[src/bcre_pkg.sv]
`default_nettype none
// ----------------------------------------------------------------------------
// bcre_pkg
// Types, register map and pixel helpers shared by the cursor row expander.
// ----------------------------------------------------------------------------
package bcre_pkg;

    localparam int CFG_AW    = 5;
    localparam int CFG_DW    = 32;
    localparam int DIM_W     = 7;
    localparam int ROW_W     = 6;
    localparam int RGB_W     = 24;
    localparam int PIX_W     = 32;
    // source sprite row width; sets the plane word width on the input channel
    localparam int SRC_WIDTH = 16;

    localparam logic [7:0] ALPHA_OPAQUE = 8'hff;

    localparam logic [RGB_W-1:0] RST_COLOR_ONE   = 24'h000000;
    localparam logic [RGB_W-1:0] RST_COLOR_TWO   = 24'hffffff;
    localparam logic [RGB_W-1:0] RST_COLOR_THREE = 24'h808080;

    typedef enum logic [2:0] {
        REG_DISPLAY_WIDTH  = 3'd0,
        REG_DISPLAY_HEIGHT = 3'd1,
        REG_BIG_SPRITE     = 3'd2,
        REG_COLOR_ONE      = 3'd3,
        REG_COLOR_TWO      = 3'd4,
        REG_COLOR_THREE    = 3'd5
    } t_reg_idx;

    typedef enum logic [1:0] {
        PIX_CLEAR = 2'b00,
        PIX_ONE   = 2'b01,
        PIX_TWO   = 2'b10,
        PIX_THREE = 2'b11
    } t_pix_code;

    typedef struct packed {
        logic [DIM_W-1:0] display_width;
        logic [DIM_W-1:0] display_height;
        logic             big_sprite;
        logic [RGB_W-1:0] color_one;
        logic [RGB_W-1:0] color_two;
        logic [RGB_W-1:0] color_three;
    } t_cfg;

    typedef struct packed {
        logic      valid;
        t_pix_code code;
        logic      last;
    } t_col;

    // opaque ARGB with its four bytes reversed
    function automatic logic [PIX_W-1:0] f_argb_swap(input logic [RGB_W-1:0] rgb);
        return {rgb[7:0], rgb[15:8], rgb[23:16], ALPHA_OPAQUE};
    endfunction

endpackage
`default_nettype wire

[src/bcre_in_if.sv]
`default_nettype none
// ----------------------------------------------------------------------------
// bcre_in_if
// Row request channel: output row index and the two plane words of the row.
// ----------------------------------------------------------------------------
interface bcre_in_if import bcre_pkg::*; ();
    logic                 valid;
    logic                 ready;
    logic [5:0]           row_index;
    logic [SRC_WIDTH-1:0] plane_low;
    logic [SRC_WIDTH-1:0] plane_high;
    logic                 image_present;

    modport source (
        output valid, row_index, plane_low, plane_high, image_present,
        input  ready
    );
    modport sink (
        input  valid, row_index, plane_low, plane_high, image_present,
        output ready
    );
endinterface
`default_nettype wire

[src/bcre_out_if.sv]
`default_nettype none
// ----------------------------------------------------------------------------
// bcre_out_if
// Pixel channel: one byte-swapped ARGB word per transfer, last flag per row.
// ----------------------------------------------------------------------------
interface bcre_out_if ();
    logic        valid;
    logic        ready;
    logic [31:0] pixel_word;
    logic        last_in_row;

    modport source (
        output valid, pixel_word, last_in_row,
        input  ready
    );
    modport sink (
        input  valid, pixel_word, last_in_row,
        output ready
    );
endinterface
`default_nettype wire

[src/bcre_cfg.sv]
`default_nettype none
// ----------------------------------------------------------------------------
// bcre_cfg
// APB register file: display size, zoom flag and the three pointer colors.
// ----------------------------------------------------------------------------
module bcre_cfg import bcre_pkg::*; (
    input  wire logic              i_clk,
    input  wire logic              i_rst_n,
    input  wire logic              psel,
    input  wire logic              penable,
    input  wire logic              pwrite,
    input  wire logic [CFG_AW-1:0] paddr,
    input  wire logic [CFG_DW-1:0] pwdata,
    output logic      [CFG_DW-1:0] prdata,
    output logic                   pready,
    output t_cfg                   o_cfg
);

    t_cfg     r_cfg;
    t_reg_idx w_idx;
    logic     w_wr;

    assign w_idx  = t_reg_idx'(paddr[CFG_AW-1:2]);
    assign w_wr   = psel && penable && pwrite;
    assign pready = 1'b1;
    assign o_cfg  = r_cfg;

    always_ff @(posedge i_clk) begin
        if (!i_rst_n) begin
            r_cfg.display_width  <= '0;
            r_cfg.display_height <= '0;
            r_cfg.big_sprite     <= 1'b0;
            r_cfg.color_one      <= RST_COLOR_ONE;
            r_cfg.color_two      <= RST_COLOR_TWO;
            r_cfg.color_three    <= RST_COLOR_THREE;
        end else if (w_wr) begin
            case (w_idx)
                REG_DISPLAY_WIDTH:  r_cfg.display_width  <= pwdata[DIM_W-1:0];
                REG_DISPLAY_HEIGHT: r_cfg.display_height <= pwdata[DIM_W-1:0];
                REG_BIG_SPRITE:     r_cfg.big_sprite     <= pwdata[0];
                REG_COLOR_ONE:      r_cfg.color_one      <= pwdata[RGB_W-1:0];
                REG_COLOR_TWO:      r_cfg.color_two      <= pwdata[RGB_W-1:0];
                REG_COLOR_THREE:    r_cfg.color_three    <= pwdata[RGB_W-1:0];
                default: begin
                end
            endcase
        end
    end

    always_comb begin
        case (w_idx)
            REG_DISPLAY_WIDTH:  prdata = CFG_DW'(r_cfg.display_width);
            REG_DISPLAY_HEIGHT: prdata = CFG_DW'(r_cfg.display_height);
            REG_BIG_SPRITE:     prdata = CFG_DW'(r_cfg.big_sprite);
            REG_COLOR_ONE:      prdata = CFG_DW'(r_cfg.color_one);
            REG_COLOR_TWO:      prdata = CFG_DW'(r_cfg.color_two);
            REG_COLOR_THREE:    prdata = CFG_DW'(r_cfg.color_three);
            default:            prdata = '0;
        endcase
    end

endmodule
`default_nettype wire

[src/bcre_row.sv]
`default_nettype none
// ----------------------------------------------------------------------------
// bcre_row
// Row register and column sequencer: latches one row of plane bits and
// walks the output columns, producing a plane code per column.
// ----------------------------------------------------------------------------
module bcre_row import bcre_pkg::*; #(
    parameter int OUT_WIDTH  = 64,
    parameter int OUT_HEIGHT = 64
) (
    input  wire logic i_clk,
    input  wire logic i_rst_n,
    input  wire t_cfg i_cfg,
    input  wire logic i_adv,
    bcre_in_if.sink   i_in,
    output t_col      o_col
);

    localparam int XW = $clog2(OUT_WIDTH);

    logic [DIM_W-1:0]     w_dw;
    logic [DIM_W-1:0]     w_dh;
    logic                 w_zoom;
    logic [DIM_W-1:0]     w_sw_raw;
    logic [DIM_W-1:0]     w_sw;
    logic [DIM_W-1:0]     w_sh;
    logic [ROW_W-1:0]     w_sy;
    logic                 w_row_vis;
    logic                 w_last;
    logic                 w_accept;
    logic [XW-1:0]        w_sx;
    logic                 w_col_vis;

    logic                 r_busy;
    logic [XW-1:0]        r_x;
    logic [SRC_WIDTH-1:0] r_lo;
    logic [SRC_WIDTH-1:0] r_hi;

    // clamp the display area and derive the source extent
    always_comb begin
        w_dw = (i_cfg.display_width > DIM_W'(OUT_WIDTH)) ?
               DIM_W'(OUT_WIDTH) : i_cfg.display_width;
        w_dh = (i_cfg.display_height > DIM_W'(OUT_HEIGHT)) ?
               DIM_W'(OUT_HEIGHT) : i_cfg.display_height;
        w_zoom = i_cfg.big_sprite || (w_dw > DIM_W'(SRC_WIDTH));
        w_sw_raw = w_zoom ? DIM_W'(({1'b0, w_dw} + 8'd1) >> 1) : w_dw;
        w_sw = (w_sw_raw > DIM_W'(SRC_WIDTH)) ? DIM_W'(SRC_WIDTH) : w_sw_raw;
        w_sh = w_zoom ? DIM_W'(({1'b0, w_dh} + 8'd1) >> 1) : w_dh;
        w_sy = w_zoom ? (i_in.row_index >> 1) : i_in.row_index;
        w_row_vis = i_in.image_present && (DIM_W'(i_in.row_index) < w_dh) &&
                    (DIM_W'(w_sy) < w_sh);
    end

    assign w_last     = (r_x == XW'(OUT_WIDTH - 1));
    assign i_in.ready = !r_busy || (i_adv && w_last);
    assign w_accept   = i_in.valid && i_in.ready;

    always_ff @(posedge i_clk) begin
        if (!i_rst_n) begin
            r_busy <= 1'b0;
        end else if (w_accept) begin
            r_busy <= 1'b1;
        end else if (i_adv && w_last) begin
            r_busy <= 1'b0;
        end
    end

    // plane words shift out MSB first; under zoom each source pixel lasts two columns
    always_ff @(posedge i_clk) begin
        if (w_accept) begin
            r_x  <= '0;
            r_lo <= w_row_vis ? i_in.plane_low  : '0;
            r_hi <= w_row_vis ? i_in.plane_high : '0;
        end else if (r_busy && i_adv) begin
            r_x <= r_x + XW'(1);
            if (!w_zoom || r_x[0]) begin
                r_lo <= {r_lo[SRC_WIDTH-2:0], 1'b0};
                r_hi <= {r_hi[SRC_WIDTH-2:0], 1'b0};
            end
        end
    end

    assign w_sx      = w_zoom ? (r_x >> 1) : r_x;
    assign w_col_vis = (DIM_W'(r_x) < w_dw) && (DIM_W'(w_sx) < w_sw);

    always_comb begin
        o_col.valid = r_busy;
        o_col.last  = w_last;
        o_col.code  = w_col_vis ? t_pix_code'({r_hi[SRC_WIDTH-1], r_lo[SRC_WIDTH-1]})
                                : PIX_CLEAR;
    end

endmodule
`default_nettype wire

[src/bcre_pix.sv]
`default_nettype none
// ----------------------------------------------------------------------------
// bcre_pix
// Color lookup and output register: maps a plane code to a byte-swapped
// ARGB word and holds it until the sink takes it.
// ----------------------------------------------------------------------------
module bcre_pix import bcre_pkg::*; (
    input  wire logic i_clk,
    input  wire logic i_rst_n,
    input  wire t_cfg i_cfg,
    input  wire t_col i_col,
    output logic      o_adv,
    bcre_out_if.source o_out
);

    logic             r_valid;
    logic [PIX_W-1:0] r_pixel;
    logic             r_last;
    logic [PIX_W-1:0] n_pixel;

    assign o_adv = !r_valid || o_out.ready;

    always_comb begin
        case (i_col.code)
            PIX_ONE:   n_pixel = f_argb_swap(i_cfg.color_one);
            PIX_TWO:   n_pixel = f_argb_swap(i_cfg.color_two);
            PIX_THREE: n_pixel = f_argb_swap(i_cfg.color_three);
            default:   n_pixel = '0;
        endcase
    end

    always_ff @(posedge i_clk) begin
        if (!i_rst_n) begin
            r_valid <= 1'b0;
        end else if (o_adv) begin
            r_valid <= i_col.valid;
        end
    end

    always_ff @(posedge i_clk) begin
        if (o_adv && i_col.valid) begin
            r_pixel <= n_pixel;
            r_last  <= i_col.last;
        end
    end

    assign o_out.valid       = r_valid;
    assign o_out.pixel_word  = r_pixel;
    assign o_out.last_in_row = r_last;

endmodule
`default_nettype wire

[src/bitplane_cursor_row_expand.sv]
`default_nettype none
// ----------------------------------------------------------------------------
// bitplane_cursor_row_expand
// First pixel word of a row: registered in the row sequencer, then in the
// output register. Throughput: OUT_WIDTH pixel words per row, one per cycle
// while the sink is ready; the next row is taken on the cycle its
// predecessor's last column issues, so rows stream with no gap.
// Reset: synchronous active low; clears the sequencer busy flag and output
// valid and loads the register defaults.
// ----------------------------------------------------------------------------
module bitplane_cursor_row_expand import bcre_pkg::*; #(
    parameter int OUT_WIDTH  = 64,
    parameter int OUT_HEIGHT = 64
) (
    input  wire logic              i_clk,
    input  wire logic              i_rst_n,
    input  wire logic              psel,
    input  wire logic              penable,
    input  wire logic              pwrite,
    input  wire logic [CFG_AW-1:0] paddr,
    input  wire logic [CFG_DW-1:0] pwdata,
    output logic      [CFG_DW-1:0] prdata,
    output logic                   pready,
    bcre_in_if.sink                i_in,
    bcre_out_if.source             o_out
);

    t_cfg w_cfg;
    t_col w_col;
    logic w_adv;

    bcre_cfg u_cfg (
        .i_clk   (i_clk),
        .i_rst_n (i_rst_n),
        .psel    (psel),
        .penable (penable),
        .pwrite  (pwrite),
        .paddr   (paddr),
        .pwdata  (pwdata),
        .prdata  (prdata),
        .pready  (pready),
        .o_cfg   (w_cfg)
    );

    bcre_row #(
        .OUT_WIDTH  (OUT_WIDTH),
        .OUT_HEIGHT (OUT_HEIGHT)
    ) u_row (
        .i_clk   (i_clk),
        .i_rst_n (i_rst_n),
        .i_cfg   (w_cfg),
        .i_adv   (w_adv),
        .i_in    (i_in),
        .o_col   (w_col)
    );

    bcre_pix u_pix (
        .i_clk   (i_clk),
        .i_rst_n (i_rst_n),
        .i_cfg   (w_cfg),
        .i_col   (w_col),
        .o_adv   (w_adv),
        .o_out   (o_out)
    );

    // a new row starts at column zero, which is never the last column
    a_row_start: assert property (@(posedge i_clk) disable iff (!i_rst_n)
        (i_in.valid && i_in.ready) |=> (w_col.valid && !w_col.last))
        else $error("row did not start at first column");

    // an issued column always lands in the output register
    a_col_issue: assert property (@(posedge i_clk) disable iff (!i_rst_n)
        (w_col.valid && w_adv) |=> o_out.valid)
        else $error("issued column lost");

    // a row is taken while busy only as the last column leaves
    a_overlap: assert property (@(posedge i_clk) disable iff (!i_rst_n)
        (i_in.valid && i_in.ready && w_col.valid) |-> (w_adv && w_col.last))
        else $error("row taken mid-row");

endmodule
`default_nettype wire
[src/flat_wrapper.sv]
// flat-port wrapper written by rule: the top's interface ports become plain ports
module bitplane_cursor_row_expand_flat import bcre_pkg::*;
#(
    parameter int OUT_WIDTH  = 64,
    parameter int OUT_HEIGHT = 64
)
  (i_clk, i_rst_n, psel, penable, pwrite, paddr, pwdata, prdata, pready, i_in_valid, i_in_row_index, i_in_plane_low, i_in_plane_high, i_in_image_present, i_in_ready, o_out_valid, o_out_pixel_word, o_out_last_in_row, o_out_ready);
  bcre_in_if i_in_i ();
  bcre_out_if o_out_i ();
  input  wire logic i_clk;
  input  wire logic i_rst_n;
  input  wire logic psel;
  input  wire logic penable;
  input  wire logic pwrite;
  input  wire logic [CFG_AW-1:0] paddr;
  input  wire logic [CFG_DW-1:0] pwdata;
  output logic      [CFG_DW-1:0] prdata;
  output logic pready;
  input wire logic [$bits(i_in_i.valid)-1:0] i_in_valid;
  input wire logic [$bits(i_in_i.row_index)-1:0] i_in_row_index;
  input wire logic [$bits(i_in_i.plane_low)-1:0] i_in_plane_low;
  input wire logic [$bits(i_in_i.plane_high)-1:0] i_in_plane_high;
  input wire logic [$bits(i_in_i.image_present)-1:0] i_in_image_present;
  output wire logic [$bits(i_in_i.ready)-1:0] i_in_ready;
  output wire logic [$bits(o_out_i.valid)-1:0] o_out_valid;
  output wire logic [$bits(o_out_i.pixel_word)-1:0] o_out_pixel_word;
  output wire logic [$bits(o_out_i.last_in_row)-1:0] o_out_last_in_row;
  input wire logic [$bits(o_out_i.ready)-1:0] o_out_ready;
  assign i_in_i.valid = i_in_valid;
  assign i_in_i.row_index = i_in_row_index;
  assign i_in_i.plane_low = i_in_plane_low;
  assign i_in_i.plane_high = i_in_plane_high;
  assign i_in_i.image_present = i_in_image_present;
  assign i_in_ready = i_in_i.ready;
  assign o_out_valid = o_out_i.valid;
  assign o_out_pixel_word = o_out_i.pixel_word;
  assign o_out_last_in_row = o_out_i.last_in_row;
  assign o_out_i.ready = o_out_ready;
  bitplane_cursor_row_expand #(.OUT_WIDTH(OUT_WIDTH), .OUT_HEIGHT(OUT_HEIGHT)) u_core (.i_clk(i_clk), .i_rst_n(i_rst_n), .psel(psel), .penable(penable), .pwrite(pwrite), .paddr(paddr), .pwdata(pwdata), .prdata(prdata), .pready(pready), .i_in(i_in_i), .o_out(o_out_i));
endmodule
[config.mk]
export PLATFORM = sky130hd
export DESIGN_NAME = bitplane_cursor_row_expand_flat
export DESIGN_NICKNAME = d
export VERILOG_FILES = /design/src/bcre_pkg.sv /design/src/bcre_in_if.sv /design/src/bcre_out_if.sv /design/src/bcre_cfg.sv /design/src/bcre_row.sv /design/src/bcre_pix.sv /design/src/bitplane_cursor_row_expand.sv /design/src/flat_wrapper.sv
export SDC_FILE = /design/constraint.sdc
export NUM_CORES = 1
export LEC_CHECK = 0
export ABC_AREA = 1
export BUFFER_PORTS_ARGS = -buffer_cell sky130_fd_sc_hd__clkbuf_2
export CORE_ASPECT_RATIO = 0.9
export CORE_UTILIZATION = 55
export DETAILED_ROUTE_END_ITERATION = 10
export PLACE_DENSITY = 0.79
export SYNTH_ARGS = -nofsm -noshare
export SYNTH_HDL_FRONTEND = slang
export SYNTH_SLANG_ARGS = --single-unit
[constraint.sdc]
create_clock -name i_clk -period 3.6 [get_ports i_clk]
set_input_delay 0.72 -clock i_clk [delete_from_list [all_inputs] [get_ports i_clk]]
set_output_delay 0.72 -clock i_clk [all_outputs]
set_load 0.005 [all_outputs]
[Yosys cells after proc, flatten, opt, wreduce, memory -nomap -nowiden]
Cells that the tools add are included.
Word-level totals
  output and inout port bits: 68
  input bits: 83
  register bits: 160
Operators by class
  reduce and logical (&&, ||, !) cells: 26
  equal/unequal tests: 9
  order comparisons: 8
  add/subtract/negate cells: 3
  muxes and demuxes: 20
Operator list (count)
  $pmux W24 S6: 1
  $mux W16: 8
  $pmux W32 S3: 1
  $mux W7: 5
  $lt A6 B7 Y1: 4
  $add A7 B1 Y8 const B: 2
  $gt A7 B5 Y1 const B: 2
  $gt A7 B7 Y1 const B: 2
  $reduce_and A2 Y1: 7
  $mux W6: 2
  $logic_and A1 B1 Y1: 8
  $add A6 B1 Y6 const B: 1
  $eq A3 B2 Y1 const B: 2
  $eq A3 B3 Y1 const B: 2
  $eq A6 B6 Y1 const B: 1
  $reduce_bool A2 Y1: 3
  $eq A2 B2 Y1 const B: 2
  $logic_or A1 B1 Y1: 4
  $eq A3 B1 Y1 const B: 1
  $logic_not A1 Y1: 3
  $logic_not A3 Y1: 1
  $eq A2 B1 Y1 const B: 1
  $mux W1: 2
  $mux W2: 1

[Logic depth before layout (Yosys ltp)]
  depth in word-level cells: 12
  gate-level depth with buffers: 22
  mapped depth without buffers: 21

[Modules after synthesis]
A second synthesis with hierarchy kept.
Second synthesis, totals
  cell total of the unflattened synthesis: 1185
  area total of the unflattened synthesis: 8807.2 um^2
Modules (own cells, without submodules)
  bcre_cfg: cells each 648, seq. area each 1741.7 um^2, area each 4155.2 um^2, instances 1
  bcre_row: cells each 385, seq. area each 1101.1 um^2, area each 2960.3 um^2, instances 1
  bcre_pix: cells each 152, seq. area each 800.8 um^2, area each 1691.6 um^2, instances 1

[Worst setup path after synthesis]
OpenSTA, ideal clock, no wires.
  kind: register to register
  start point: register u_core.u_cfg.r_cfg (netlist bit u_core.u_cfg.o_cfg[85])
  end point: register u_core.u_pix.r_pixel[10] (netlist: u_core.u_pix.o_out.pixel_word[10]) (data pin)
  arrival: 3.194 ns
  path buffers: 2
  period minus slack after synthesis: 3.329 ns
  slack: 0.271 ns
  stages on the path, launching flop included: 23
  path through: dfxtp_1 > nor2_1 > nand3_1 > a21oi_1 > inv_1 > ha_1 > nand2_1 > nand2_2 > nand3_4 > clkbuf_1 > a21oi_1 > xnor2_1 > nor4_1 > o21a_1 > nand2_1 > ha_1 > nand2_1 > o21bai_1 > nand2_1 > a21oi_4 > buf_6 > nand4_1 > nand3_1
Between the ends
  word-level cells in the longest chain between the ends: 12
RTL lines
  start: declaration: line bcre_cfg.sv:19  | t_cfg r_cfg;
  $gt A7 B7 Y1: line bcre_row.sv:41  | w_dw = (i_cfg.display_width > DIM_W'(OUT_WIDTH)) ?
  $mux W7 *: line bcre_row.sv:41
  $gt A7 B5 Y1: line bcre_row.sv:45  | w_zoom = i_cfg.big_sprite || (w_dw > DIM_W'(SRC_WIDTH));
  $logic_or A1 B1 Y1: line bcre_row.sv:45
  $mux W7: line bcre_row.sv:46  | w_sw_raw = w_zoom ? DIM_W'(({1'b0, w_dw} + 8'd1) >> 1) : w_dw;
  $gt A7 B5 Y1: line bcre_row.sv:47  | w_sw = (w_sw_raw > DIM_W'(SRC_WIDTH)) ? DIM_W'(SRC_WIDTH) : w_sw_raw;
  $mux W7: line bcre_row.sv:47
  $lt A6 B7 Y1: line bcre_row.sv:84  | assign w_col_vis = (DIM_W'(r_x) < w_dw) && (DIM_W'(w_sx) < w_sw);
  $logic_and A1 B1 Y1 *: line bcre_row.sv:84
  $mux W2 *: line bcre_row.sv:89  | o_col.code = w_col_vis ? t_pix_code'({r_hi[SRC_WIDTH-1], r_lo[SRC_WIDTH-1]})
  $eq A2 B2 Y1 or $eq A2 B1 Y1 (tied branches): line bcre_pix.sv:24  | case (i_col.code)
  $pmux W32 S3 *: line bcre_pix.sv:24
  net u_core.u_pix.n_pixel[10]: line bcre_pix.sv:19  | logic [PIX_W-1:0] n_pixel;
  end signal: assignment: line bcre_pix.sv:42  | r_pixel <= n_pixel;
  end: declaration: line bcre_pix.sv:17  | logic [PIX_W-1:0] r_pixel;
Mark *: on every way through the listed nets, which the timed path passes. The rest lies on a longest branch.
A chain may end at the register's enable or synchronous reset.

[Worst setup path after layout]
  start point: register u_core.u_cfg.r_cfg (netlist bit u_core.u_cfg.o_cfg[80])
  end point: register u_core.u_pix.r_pixel[22] (netlist: u_core.u_pix.o_out.pixel_word[22]) (data pin)
The elaborated chain is that of the path after synthesis.

==> run metrics <==
fin nets about 1300; PnR Total Power 4.37 mW; Crit Path Class register to register; Lkg Pwr 4.27 nW; Sink Count 153; largest net degree at the start of global routing a little over 50; busiest metal layer after global routing met2; Cell Pwr Density 450 nW/um^2; die width 129 um; clock group share of total power 0.409; htree depth 4; Cell Int Power 3.22 mW; final antenna diode count 0; drt first-iter violations 1182; via/cell ratio approximately 5.8; I/O Buffers around 130; mux cell area share after synthesis 0; R2R cell count 23; R2R setup slack -5 ps; status finished with violations; R2R Path End u_core.u_pix.o_out.pixel_word[22]; peak supply drop 0.000343 V; RR Startpoint u_core.u_cfg.o_cfg[80]; worst hold-check path type register to register; starting density of the core 0.565; Sequential Power Share 0.443; Final Hold Viols 0; simple-gate portion of the synthesized area 0.284; Fin Setup TNS -4.91 ps; Async S/R FF share, synth 0; clk buf depth 2; slew margin rel. 0.346; vias in the first global route 7080; P_sw 1.15 mW; Routed Antenna Nets 0; Yosys top cell by area dfxtp_1; first-pass GRT wire length 34.2 mm; area grow syn2layout 21.6%; commonest non-fill, non-tap cell in the layout nand2_1; synthesized flop and latch total ~150; Worst Tran Pin Value 981 ps; violated checks DRC, setup timing; CP max FO 8; Yosys Warn Count 0; DRC 1; Setup crit start u_core.u_cfg.o_cfg[80]; max-slew violation count 0; cts bufs inserted 17; final instance area 9700 um^2; Non-Filler Instances 1369; CP Capture Type register; Synth Cell Area ~8000 um^2; I/O pins 151; routed via count 7937; DR WL/cell between 15 and 20 um; Comb pwr share 0.148; worst path arrival time 3760 ps; Post-Route WL 22.7 mm; most frequent cells in the layout nand2_1 (199), clkbuf_2 (131), nor2_1 (115); Max Clk Rate 277 MHz; Yosys top cell area share 0.238; number of synthesized flops with an enable pin 58; worst setup path endpoint u_core.u_pix.o_out.pixel_word[22]; period utilization 1.00; Setup WS post-layout -4.91 ps; DP HPWL 13.1 mm; Final GP Congestion between 0.8 and 0.9; Overflow after GRT 0; main combinational cell family by area after synthesis simple AND/OR/NAND/NOR gates; Synth Instances 1043; drt first pass iters 8; crit path time final 3600 ps; hold slack between 400 and 500 ps; global routing usage on met1 0.387; Worst Setup Start Kind register; fraction of layout cells with a size suffix above 1 0.215; initial antenna violation count 0; final setup vio count 1; Clock transition at path regs 60 ps; Root Buffer clkbuf_16; Total GRT Usage 0.297; core area 14100 um^2; Net Sw Frac 0.262; met3 usage 0.0591; placed cells 1317; XOR/XNOR share of the synthesized area 0.00329; Post-DP Area 8670 um^2; row cnt 41; CP required 3760 ps; post-synthesis compound-gate area fraction 0.118; ys flop type dfxtp_1; ranking of synthesized cells by area dfxtp_1 (24%), edfxtp_1 (22%), nand2_1 (9.6%); Die Height 116 um; CTS tree done; Seq/Total Area, Yosys 0.457; synth unique cells 40; Avg Inst Size Synth 7.65 um^2; clk_skew 5.92 ps; Clk Latency, worst-skew pair 430 ps; Max Cap Viol 0; Adder-Cell Fraction of Synth Area 0.0376; die area ~15000 um^2; met2 Track Usage GR 0.487
## cell type report
class                      count  area [um^2]
tap                          193          241
clock buffer                  18          429
sequential                   153         3660
clock inverter                14          155
multi-input combinational    718         3720
inverter                     103          387
timing repair buffer         170         1110
fill                        1133         4410
## synthesized netlist by cell type, types with 2 or more instances
cell type	instances
a21oi_1	34
a221oi_1	7
a31oi_1	2
buf_1	5
buf_2	6
buf_4	16
buf_6	7
clkbuf_1	43
conb_1	2
dfxtp_1	95
edfxtp_1	58
ha_1	24
inv_1	93
inv_2	10
nand2_1	204
nand2_2	2
nand3_1	87
nand4_1	74
nor2_1	121
nor2_2	2
nor3_1	7
nor3_2	3
nor4_1	2
o21a_1	2
o21ai_0	89
o21ai_1	32
o22ai_1	2
xor2_1	2
## power by group through the flow
| stage | Sequential (mW) | Clock [mW] | Combinational [mW] |
|---|---|---|---|
| 2_1_floorplan | 1.97 | 0 | 0.351 |
| 6_report | 1.93 | 1.79 | 0.646 |
| 3_5_place_dp | 1.97 | 0 | 0.505 |
| 3_3_place_gp | 1.97 | 0 | 0.496 |
| 5_1_grt | 1.94 | 1.87 | 0.700 |
| 4_1_cts | 1.94 | 1.80 | 0.568 |
## metrics by stage
step                       util  setup slack [ps]
final                     0.687             -4.91
after global routing      0.687              -134
after CTS                 0.671              2.77
after detailed placement  0.615              46.8
after global placement    0.615               120
after floorplan               -               271
## per-layer routing
layer	wire [um]	vias up	share of wire
met4	629	0	0.028
met3	2250	66	0.099
met2	10600	474	0.47
met1	9190	3632	0.41
met5	0	-	0
li1	-	3765	-
## flip-flops by register name, summed over array words and instances (netlist names)
| name | cells |
|---|---|
| u_core.u_row.r_lo | 16 |
| u_core.u_row.r_busy | 1 |
| u_core.u_row.r_hi | 16 |
| u_core.u_pix.o_out.pixel_word | 25 |
| u_core.u_pix.o_out.last_in_row | 1 |
| u_core.u_cfg.o_cfg | 87 |
| u_core.u_pix.o_out.valid | 1 |
| u_core.u_row.r_x | 6 |
## critical path, cell delays in order, from the launching register on
cell and delay (ps):
dfxtp_4 370, nor2_4 140, nand3_4 100, a21oi_4 170, inv_1 70, ha_2 170
nand2_2 70, nand2_2 70, nand3_4 80, buf_12 120, buf_4 110, o22ai_2 80
nor4_2 290, o21a_1 180, buf_4 120, nand2_2 60, ha_4 260, nand2_1 60
nor2_2 170, a21oi_4 100, buf_8 170, clkbuf_16 170, nand4_1 90, nand3_1 130
## what timing repair did
| item | 4_1_cts | 5_1_grt |
|---|---|---|
| hold buffers | 0 | 0 |
| endpoints found under the setup margin | 25 | 25 |
| pin swaps | 14 | 23 |
| gates cloned | 2 | 5 |
| setup buffers | 9 | 4 |
| resized for setup | 20 | 26 |
## cells by family after synthesis
group / after synthesis
and+or+nand+nor: 506
buffers and inverters: 180
DFF: 153
AOI/OAI and AO/OA: 175
xor gates and xnor gates: 3
other: 2
adders and majority gates: 24
## how the worst min path moves through the flow
stage                                   endpoint  cells past startpoint  slack (ps)              startpoint
after global routing      u_core.u_cfg.o_cfg[26]                      2         510  u_core.u_cfg.o_cfg[26]
final                     u_core.u_cfg.o_cfg[43]                      2         480  u_core.u_cfg.o_cfg[43]
after detailed placement  u_core.u_cfg.o_cfg[43]                      2         470  u_core.u_cfg.o_cfg[43]
after global placement    u_core.u_cfg.o_cfg[34]                      2         470  u_core.u_cfg.o_cfg[34]
after floorplan           u_core.u_cfg.o_cfg[76]                      2         440  u_core.u_cfg.o_cfg[76]
after CTS                 u_core.u_cfg.o_cfg[43]                      2         490  u_core.u_cfg.o_cfg[43]
Note: power is estimated with default switching activity, not from simulation.
